**src/hdl/twt_pkg.sv**
```systemverilog
// ----------------------------------------------------------------------------
// twt_pkg: shared types and constants of the threshold watch table
// Transaction payloads, the token that walks the cell row, the per-cell
// status summary and the operation and result codes.
// ----------------------------------------------------------------------------
package twt_pkg;

  localparam int MAX_WATCHES = 8;
  localparam int CNT_W       = $clog2(MAX_WATCHES + 1);

  localparam logic [1:0] OP_ADD    = 2'd0;
  localparam logic [1:0] OP_CLEAR  = 2'd1;
  localparam logic [1:0] OP_SAMPLE = 2'd2;

  localparam logic [1:0] RK_ACK_OK   = 2'd0;
  localparam logic [1:0] RK_ACK_FULL = 2'd1;
  localparam logic [1:0] RK_TRIGGER  = 2'd2;
  localparam logic [1:0] RK_RESET    = 2'd3;

  localparam logic [1:0] MODE_LT  = 2'd0;
  localparam logic [1:0] MODE_EQ  = 2'd1;
  localparam logic [1:0] MODE_GT  = 2'd2;
  localparam logic [1:0] MODE_CHG = 2'd3;

  localparam logic SRC_DIGITAL = 1'b0;

  typedef struct packed {
    logic [1:0]         operation;
    logic [15:0]        watch_id;
    logic               source_kind;
    logic [5:0]         pin_number;
    logic [1:0]         compare_mode;
    logic signed [15:0] trigger_level;
    logic [9:0]         sample_value;
  } twt_in_t;

  typedef struct packed {
    logic [1:0]  result_kind;
    logic [15:0] event_id;
    logic [9:0]  event_value;
    logic        last_of_run;
  } twt_out_t;

  // Sample token; rem counts the live entries from the holding cell onward.
  typedef struct packed {
    logic             valid;
    logic             kind;
    logic [5:0]       pin;
    logic [9:0]       value;
    logic [CNT_W-1:0] rem;
  } tok_t;

  typedef struct packed {
    logic        busy;
    logic        hit;
    logic        trig;
    logic        tail;
    logic [15:0] id;
  } cell_stat_t;

endpackage

```
**src/hdl/twt_cell.sv**
```systemverilog
// ----------------------------------------------------------------------------
// twt_cell: one watch entry of the table
// Holds one watch, evaluates its rule against the sample token it holds and
// hands the token to the next cell when the row advances.
// ----------------------------------------------------------------------------
module twt_cell import twt_pkg::*; (
  input  logic       clk,
  input  logic       rst_n,
  input  logic       wr_en,
  input  twt_in_t    wr_data,
  input  logic       adv,
  input  tok_t       tok_in,
  output tok_t       tok_out,
  output cell_stat_t stat
);

  logic [15:0]        id_r;
  logic               kind_r;
  logic [5:0]         pin_r;
  logic [1:0]         mode_r;
  logic signed [15:0] level_r;
  logic [9:0]         last_r;
  tok_t               tok_r;

  logic signed [17:0] s_v;
  logic signed [17:0] f_v;
  logic signed [17:0] l_v;
  logic               trig_c;
  logic               rst_c;
  logic [9:0]         diff;
  logic               match;
  logic               hit;

  always_comb begin
    s_v = $signed({8'b0, tok_r.value});
    f_v = $signed({8'b0, last_r});
    l_v = 18'(level_r);
    trig_c = 1'b0;
    rst_c  = 1'b0;
    case (mode_r)
      MODE_LT: begin
        trig_c = (s_v < l_v) && (f_v >= l_v);
        rst_c  = !(s_v < l_v) && (f_v < l_v);
      end
      MODE_EQ: begin
        trig_c = (s_v == l_v) && (f_v != l_v);
        rst_c  = (s_v != l_v) && (f_v == l_v);
      end
      MODE_GT: begin
        trig_c = (s_v > l_v) && (f_v <= l_v);
        rst_c  = !(s_v > l_v) && (f_v > l_v);
      end
      default: begin
        trig_c = s_v > (f_v + l_v);
        rst_c  = !trig_c && (s_v < (f_v - l_v));
      end
    endcase
    diff  = (last_r > tok_r.value) ? (last_r - tok_r.value) : (tok_r.value - last_r);
    match = tok_r.valid && (pin_r == tok_r.pin) && (kind_r == tok_r.kind);
    // Analog watches ignore a reading within one count of the last fired one.
    hit   = match && (trig_c || rst_c) && !((kind_r != SRC_DIGITAL) && (diff <= 10'd1));
  end

  always_comb begin
    stat.busy = tok_r.valid;
    stat.hit  = hit;
    stat.trig = hit && trig_c;
    stat.tail = tok_r.valid && (tok_r.rem == CNT_W'(1));
    stat.id   = tok_r.valid ? id_r : 16'd0;
    tok_out       = tok_r;
    tok_out.valid = tok_r.valid && (tok_r.rem > CNT_W'(1));
    tok_out.rem   = tok_r.rem - CNT_W'(1);
  end

  always_ff @(posedge clk) begin
    if (!rst_n) begin
      tok_r.valid <= 1'b0;
    end else if (adv) begin
      tok_r <= tok_in;
    end
  end

  always_ff @(posedge clk) begin
    if (wr_en) begin
      id_r    <= wr_data.watch_id;
      kind_r  <= wr_data.source_kind;
      pin_r   <= wr_data.pin_number;
      mode_r  <= wr_data.compare_mode;
      level_r <= wr_data.trigger_level;
      last_r  <= 10'd0;
    end else if (adv && hit) begin
      last_r <= tok_r.value;
    end
  end

endmodule

```
**src/hdl/twt_ctrl.sv**
```systemverilog
// ----------------------------------------------------------------------------
// twt_ctrl: sequencer of the threshold watch table
// Accepts transactions, keeps the entry count, launches sample tokens into
// the cell row and orders the results through a pending and an output stage.
// ----------------------------------------------------------------------------
module twt_ctrl import twt_pkg::*; (
  input  logic                   clk,
  input  logic                   rst_n,
  input  logic                   in_valid,
  output logic                   in_ready,
  input  twt_in_t                in_data,
  output logic                   out_valid,
  input  logic                   out_ready,
  output twt_out_t               out_data,
  input  cell_stat_t             stat,
  output logic                   adv,
  output tok_t                   inject,
  output logic [MAX_WATCHES-1:0] wr_en
);

  localparam logic [1:0] ST_IDLE  = 2'd0;
  localparam logic [1:0] ST_SCAN  = 2'd1;
  localparam logic [1:0] ST_FLUSH = 2'd2;

  logic [1:0]       state_r,      state_nxt;
  logic [CNT_W-1:0] count_r,      count_nxt;
  logic             pend_valid_r, pend_valid_nxt;
  twt_out_t         pend_r,       pend_nxt;
  logic             out_valid_r,  out_valid_nxt;
  twt_out_t         out_r,        out_nxt;

  logic accept;
  logic out_free;
  logic full;

  // The sample value is held by the token; the latched copy below serves all
  // events of one sample transaction.
  logic [9:0] sample_r;

  function automatic logic [9:0] in_data_hold_value(input cell_stat_t st);
    logic [9:0] v;
    v = st.busy ? sample_r : 10'd0;
    return v;
  endfunction

  assign in_ready  = (state_r == ST_IDLE);
  assign accept    = in_valid && in_ready;
  assign out_free  = !out_valid_r || out_ready;
  assign full      = (count_r >= CNT_W'(MAX_WATCHES));
  // A second event cannot enter the pending stage until the first has left.
  assign adv       = !(stat.hit && pend_valid_r && !out_free);
  assign out_valid = out_valid_r;
  assign out_data  = out_r;

  always_comb begin
    for (int i = 0; i < MAX_WATCHES; i++) begin
      wr_en[i] = accept && (in_data.operation == OP_ADD) && !full
                 && (count_r == CNT_W'(i));
    end
  end

  always_comb begin
    state_nxt      = state_r;
    count_nxt      = count_r;
    pend_valid_nxt = pend_valid_r;
    pend_nxt       = pend_r;
    out_valid_nxt  = out_valid_r && !out_ready;
    out_nxt        = out_r;
    inject         = '0;
    unique case (state_r)
      ST_IDLE: begin
        if (accept) begin
          unique case (in_data.operation)
            OP_ADD: begin
              pend_valid_nxt       = 1'b1;
              pend_nxt             = '0;
              pend_nxt.result_kind = full ? RK_ACK_FULL : RK_ACK_OK;
              pend_nxt.last_of_run = 1'b1;
              if (!full) begin
                count_nxt = count_r + CNT_W'(1);
              end
              state_nxt = ST_FLUSH;
            end
            OP_CLEAR: begin
              count_nxt            = '0;
              pend_valid_nxt       = 1'b1;
              pend_nxt             = '0;
              pend_nxt.result_kind = RK_ACK_OK;
              pend_nxt.last_of_run = 1'b1;
              state_nxt            = ST_FLUSH;
            end
            OP_SAMPLE: begin
              if (count_r != '0) begin
                inject.valid = 1'b1;
                inject.kind  = in_data.source_kind;
                inject.pin   = in_data.pin_number;
                inject.value = in_data.sample_value;
                inject.rem   = count_r;
                state_nxt    = ST_SCAN;
              end else begin
                state_nxt = ST_FLUSH;
              end
            end
            default: begin
            end
          endcase
        end
      end
      ST_SCAN: begin
        if (adv) begin
          if (stat.hit) begin
            if (pend_valid_r) begin
              out_valid_nxt = 1'b1;
              out_nxt       = pend_r;
            end
            pend_valid_nxt       = 1'b1;
            pend_nxt.result_kind = stat.trig ? RK_TRIGGER : RK_RESET;
            pend_nxt.event_id    = stat.id;
            pend_nxt.event_value = in_data_hold_value(stat);
            pend_nxt.last_of_run = 1'b0;
          end
          if (stat.tail) begin
            state_nxt = ST_FLUSH;
          end
        end
      end
      ST_FLUSH: begin
        if (!pend_valid_r) begin
          state_nxt = ST_IDLE;
        end else if (out_free) begin
          out_valid_nxt       = 1'b1;
          out_nxt             = pend_r;
          out_nxt.last_of_run = 1'b1;
          pend_valid_nxt      = 1'b0;
          state_nxt           = ST_IDLE;
        end
      end
      default: begin
        state_nxt = ST_IDLE;
      end
    endcase
  end

  always_ff @(posedge clk) begin
    if (accept) begin
      sample_r <= in_data.sample_value;
    end
  end

  always_ff @(posedge clk) begin
    if (!rst_n) begin
      state_r      <= ST_IDLE;
      count_r      <= '0;
      pend_valid_r <= 1'b0;
      out_valid_r  <= 1'b0;
    end else begin
      state_r      <= state_nxt;
      count_r      <= count_nxt;
      pend_valid_r <= pend_valid_nxt;
      out_valid_r  <= out_valid_nxt;
    end
  end

  always_ff @(posedge clk) begin
    pend_r <= pend_nxt;
    out_r  <= out_nxt;
  end

  a_idle_no_pend: assert property (@(posedge clk) disable iff (!rst_n)
    (state_r == ST_IDLE) |-> !pend_valid_r)
    else $error("pending result left behind in idle");

  a_count_range: assert property (@(posedge clk) disable iff (!rst_n)
    count_r <= CNT_W'(MAX_WATCHES))
    else $error("entry count beyond table size");

  a_scan_has_token: assert property (@(posedge clk) disable iff (!rst_n)
    (state_r == ST_SCAN) |-> stat.busy)
    else $error("scan without a token in the cell row");

  a_flush_last: assert property (@(posedge clk) disable iff (!rst_n)
    ((state_r == ST_FLUSH) && pend_valid_r && out_free) |=>
      (out_valid_r && out_r.last_of_run && (state_r == ST_IDLE)))
    else $error("final result of a transaction not marked last");

endmodule

```
**src/hdl/threshold_watch_table_top.sv**
```systemverilog
// ----------------------------------------------------------------------------
// threshold_watch_table_top: table of pin watches with threshold events
// Top level: sequencer plus a row of watch cells through which a sample
// token walks one cell per cycle unless the sequencer holds the row.
// ----------------------------------------------------------------------------
// An add or clear transaction answers with one acknowledge, registered in
// the pending stage and then in the output register. A sample transaction
// walks its token through the stored entries, one cell per clock while no
// result waits for the consumer to free the output register; the block is
// ready again once the token has left the row and the last result has
// left the pending stage. Events appear in table order, the last one flagged
// with last_of_run; a sample that fires nothing gives no result. One
// transaction is processed at a time.
module threshold_watch_table_top import twt_pkg::*; (
  input  logic     clk,
  input  logic     rst_n,
  input  logic     in_valid,
  output logic     in_ready,
  input  twt_in_t  in_data,
  output logic     out_valid,
  input  logic     out_ready,
  output twt_out_t out_data
);

  logic                   adv;
  tok_t                   inject;
  logic [MAX_WATCHES-1:0] wr_en;
  tok_t                   tok_chain [MAX_WATCHES+1];
  cell_stat_t             stat      [MAX_WATCHES];
  cell_stat_t             stat_sum;
  logic [MAX_WATCHES-1:0] busy_vec;

  assign tok_chain[0] = inject;

  for (genvar g = 0; g < MAX_WATCHES; g++) begin : g_cell
    twt_cell u_cell (
      .clk     (clk),
      .rst_n   (rst_n),
      .wr_en   (wr_en[g]),
      .wr_data (in_data),
      .adv     (adv),
      .tok_in  (tok_chain[g]),
      .tok_out (tok_chain[g+1]),
      .stat    (stat[g])
    );
  end

  // Only the cell holding the token reports anything, so an OR merges them.
  always_comb begin
    stat_sum = '0;
    for (int i = 0; i < MAX_WATCHES; i++) begin
      stat_sum    = cell_stat_t'(stat_sum | stat[i]);
      busy_vec[i] = stat[i].busy;
    end
  end

  twt_ctrl u_ctrl (
    .clk       (clk),
    .rst_n     (rst_n),
    .in_valid  (in_valid),
    .in_ready  (in_ready),
    .in_data   (in_data),
    .out_valid (out_valid),
    .out_ready (out_ready),
    .out_data  (out_data),
    .stat      (stat_sum),
    .adv       (adv),
    .inject    (inject),
    .wr_en     (wr_en)
  );

  a_one_token: assert property (@(posedge clk) disable iff (!rst_n)
    $onehot0(busy_vec) && !(tok_chain[MAX_WATCHES].valid))
    else $error("more than one sample token in the cell row");

  a_ready_no_token: assert property (@(posedge clk) disable iff (!rst_n)
    in_ready |-> (busy_vec == '0))
    else $error("ready while a sample is still in the cell row");

  a_one_write: assert property (@(posedge clk) disable iff (!rst_n)
    $onehot0(wr_en))
    else $error("several cells written at once");

endmodule

```
**config.mk**
```make
export PLATFORM = sky130hd
export DESIGN_NAME = threshold_watch_table_top
export DESIGN_NICKNAME = d
export VERILOG_FILES = /design/src/hdl/twt_pkg.sv /design/src/hdl/twt_cell.sv /design/src/hdl/twt_ctrl.sv /design/src/hdl/threshold_watch_table_top.sv
export SDC_FILE = /design/constraint.sdc
export NUM_CORES = 2
export LEC_CHECK = 0
export BUFFER_PORTS_ARGS = -buffer_cell sky130_fd_sc_hd__buf_4
export CORE_ASPECT_RATIO = 0.9
export CORE_UTILIZATION = 35
export DETAILED_ROUTE_END_ITERATION = 10
export GPL_TIMING_DRIVEN = 0
export HOLD_SLACK_MARGIN = 0.02
export PLACE_DENSITY = 0.54
export SLEW_MARGIN = 20
export SYNTH_ARGS = -nofsm -noshare
export SYNTH_HDL_FRONTEND = slang
export SYNTH_SLANG_ARGS = --single-unit
```
**constraint.sdc**
```tcl
create_clock -name clk -period 11 [get_ports clk]
set_clock_uncertainty 0.15 [all_clocks]
set_input_delay 0.55 -clock clk [delete_from_list [all_inputs] [get_ports clk]]
set_output_delay 0.55 -clock clk [all_outputs]
set_load 0.02 [all_outputs]
```
==> flow_summary.ini <==
[global_routing]
grt_pass1_wl_um = 204000
met3_usage_pct = 2.79
grt_usage_pct = 19.6
grt_util_met2_pct = 30.8
grt.busiest_layer = met2
grt_overflow_total = 0
grt_pass1_vias = 34200
met1_usage_pct = 28.4
antenna_found_initial = 12
grt_max_degree = 45

[placed_design]
place.gp.congestion = 0.897
place_inst = 6447
place_ws_ns = 3.10
place_hpwl_um = 99900
io_buffers = 86

[setup_path]
r2r-start = g_cell[1].u_cell.level_r[3]
endpoint_kind = flop
worstSetupStartpointType = flop
crit_type = flop to flop
slowest_stage = a2111oi_1
path_delay_family = compound AO/OA/AOI/OAI gates
reg2reg_to = g_cell[5].u_cell.tok_out[4]
crit_top_cell = nor2_1
rrSetupSlack_ns = 3.28
r2r_cells = 28
path_max_fanout = 43
slowest_delay_ns = 0.76
cp-startpoint = g_cell[1].u_cell.level_r[3]
crit_required_ns = 11.17
cp.arrival_ns = 7.89
path_buf_inv = 5

[synthesis]
syn_inst = 4618
synth_ff_type = edfxtp_1
synth_common_cells = ha_1, edfxtp_1, inv_1, nor2_1, a21oi_1
avgSynthCellArea_um2 = 10.0
synth_edf_count = 564
syn_nets = 5272
seq_area_frac_synth_pct = 40.8
synth_most_common_cell = ha_1
ys_ff_latch = 660
synthArstFlopShare_pct = 0
yosysTopAreaCellShare_pct = 36.7
ys_types = 106
synth_area_leaders = edfxtp_1, ha_1, dfxtp_1
yosysTopAreaCell = edfxtp_1
ys_warn_count = 0
synth_area_um2 = 46200

[die]
core_um2 = 131000
pin_count = 88
fp.dieW_um = 385
num_rows = 126
start_util_pct = 35.3
die_area_um2 = 133000
fp.dieH_um = 347

[timing]
period_needed_ns = 7.72
fin_ws_ns = 3.28
setup_viol = 0
slew_headroom_pct = 32.2
fmax_mhz = 129
hold_viol_final = 0
grt_setup_unrepaired = no
final_max_slew_viol_count = 0
finalCritPeriodShare_pct = 70.2
worstMarginPinSlew_ns = 0.991
fin_setup_tns_ns = 0

[power]
totalPowerFinal_mw = 5.76
powerDensity_nw_per_um2 = 110
leakagePower_nw = 20.7
irDropWorstVdd_mv = 0.118

[outcome]
status = finished, final reports clean

[detailed_routing]
first_iter_violations = 2811
wl_per_cell_um = 20.0
wirelength_um = 133000
dr.pass1.iters = 6
ant_nets = 0
vias = 35700
via_per_inst = 5.39
route.detailed.drc = 0

[run]
max-cap-violations = 0

[cts]
cts_sinks = 660
cts_tree = done
post_cts_buffers = 0
clock-root-buffer = clkbuf_16
clk-insertion-delay-late_ns = 0.66
cts_inserted_buffers = 74
cts.htree.levels = 3
clk_path_buf_depth = 3
clkSlewWorstSetupHoldPaths_ns = 0.07

[worst_hold_path]
hp-start = in_data[34]
worstHoldPathCells = 1
hold_class = primary input to flop
worstHoldEndpoint = g_cell[1].u_cell.kind_r

[final_layout]
layout-drive-gt1-share_pct = 6.89
final_nets = 5483
synthToLayoutAreaGrowth_pct = 12.9
fin_cells = 6623
## power by group
group / switching, mW / leakage (nW) / internal (mW)
Sequential: 0.0643 / 6.03 / 2.78
Clock: 1.06 / 1.17 / 1.40
Combinational: 0.271 / 13.5 / 0.178
## metrics by stage
stage	area, µm²	hold slack, ns	utilization (%)
after floorplan	46200	0.250	-
after global placement	49000	0.251	37.4
after detailed placement	49400	0.255	37.7
after CTS	52200	0.0612	39.8
after global routing	52200	0.0728	39.8
final	52200	0.127	39.8
## sequential cells by signal, summed over array words and instances (netlist names)
signal / flops
g_cell.u_cell.tok_out: 136
g_cell.u_cell.id_r: 128
g_cell.u_cell.level_r: 128
g_cell.u_cell.last_r: 80
g_cell.u_cell.pin_r: 48
g_cell.u_cell.tok_r: 32
u_ctrl.out_data: 29
u_ctrl.pend_r: 29
g_cell.u_cell.mode_r: 16
u_ctrl.sample_r: 10
g_cell.u_cell.kind_r: 8
g_cell.u_cell.stat: 8
u_ctrl.count_r: 4
u_ctrl.state_r: 2
u_ctrl.out_valid: 1
u_ctrl.pend_valid_r: 1
## layout by cell type (no fill, tap or decap), types with 47 or more instances in the layout
| master | count |
|---|---|
| a211oi_1 | 54 |
| nand4_1 | 90 |
| a21oi_1 | 359 |
| nor3_1 | 93 |
| a22oi_1 | 73 |
| nand3_1 | 75 |
| edfxtp_1 | 564 |
| and2_1 | 50 |
| o211ai_1 | 47 |
| nor2b_1 | 65 |
| clkbuf_1 | 115 |
| nand2b_1 | 53 |
| buf_4 | 86 |
| inv_1 | 433 |
| a21o_1 | 76 |
| clkbuf_16 | 78 |
| o21ai_0 | 183 |
| nor2_1 | 403 |
| xor2_1 | 70 |
| ha_1 | 565 |
| dfxtp_1 | 96 |
| xnor2_1 | 188 |
| nand2_1 | 199 |
| mux2i_1 | 80 |
## cell type report
type                            instances  area, µm²
Timing Repair Buffer                  135       1350
Inverter                              434       1630
Clock inverter                         38        298
Buffer                                157        747
Antenna cell                            5       12.5
Multi-Input combinational cell       3367      25000
Sequential cell                       660      18900
Clock buffer                           99       2100
Fill cell                           12800      78800
Tap cell                             1728       2160
## cell families (layout without fill, tap and decap cells)
logic type | Yosys count | in the layout | share of synthesized area, %
fa+ha+maj | 598 | 598 | 16.7
simple gates | 1229 | 1229 | 13.3
buf+inv | 591 | 863 | 5.08
compound gates | 1194 | 1194 | 17.2
mux | 88 | 88 | 1.93
flops | 660 | 660 | 40.8
other cells | 0 | 5 | 0
xor+xnor | 258 | 258 | 4.89
## timing repair
action	in CTS	in global routing
hold endpoints to repair	186	0
gates resized for setup	0	0
hold buffers	34	0
endpoints found under the setup margin	0	0
## worst max path at each step
stage	to	slack [ns]	depth (start not counted)
6_report	g_cell[5].u_cell.tok_out[4]	3.28	28
5_1_grt	g_cell[6].u_cell.tok_out[8]	2.73	28
4_1_cts	g_cell[6].u_cell.tok_out[8]	3.08	28
3_5_place_dp	g_cell[5].u_cell.tok_out[4]	3.10	28
3_3_place_gp	g_cell[5].u_cell.tok_out[4]	0.70	26
2_1_floorplan	g_cell[0].u_cell.tok_out[10]	3.86	26
## routing by layer
layer  vias to the layer above  part of all wire (%)
li1                      17400                     -
met1                     17300                    48
met2                       862                    45
met3                       178                   5.3
met4                         8                   2.2
met5                         -                 0.041
(Power assumes the default switching activity.)
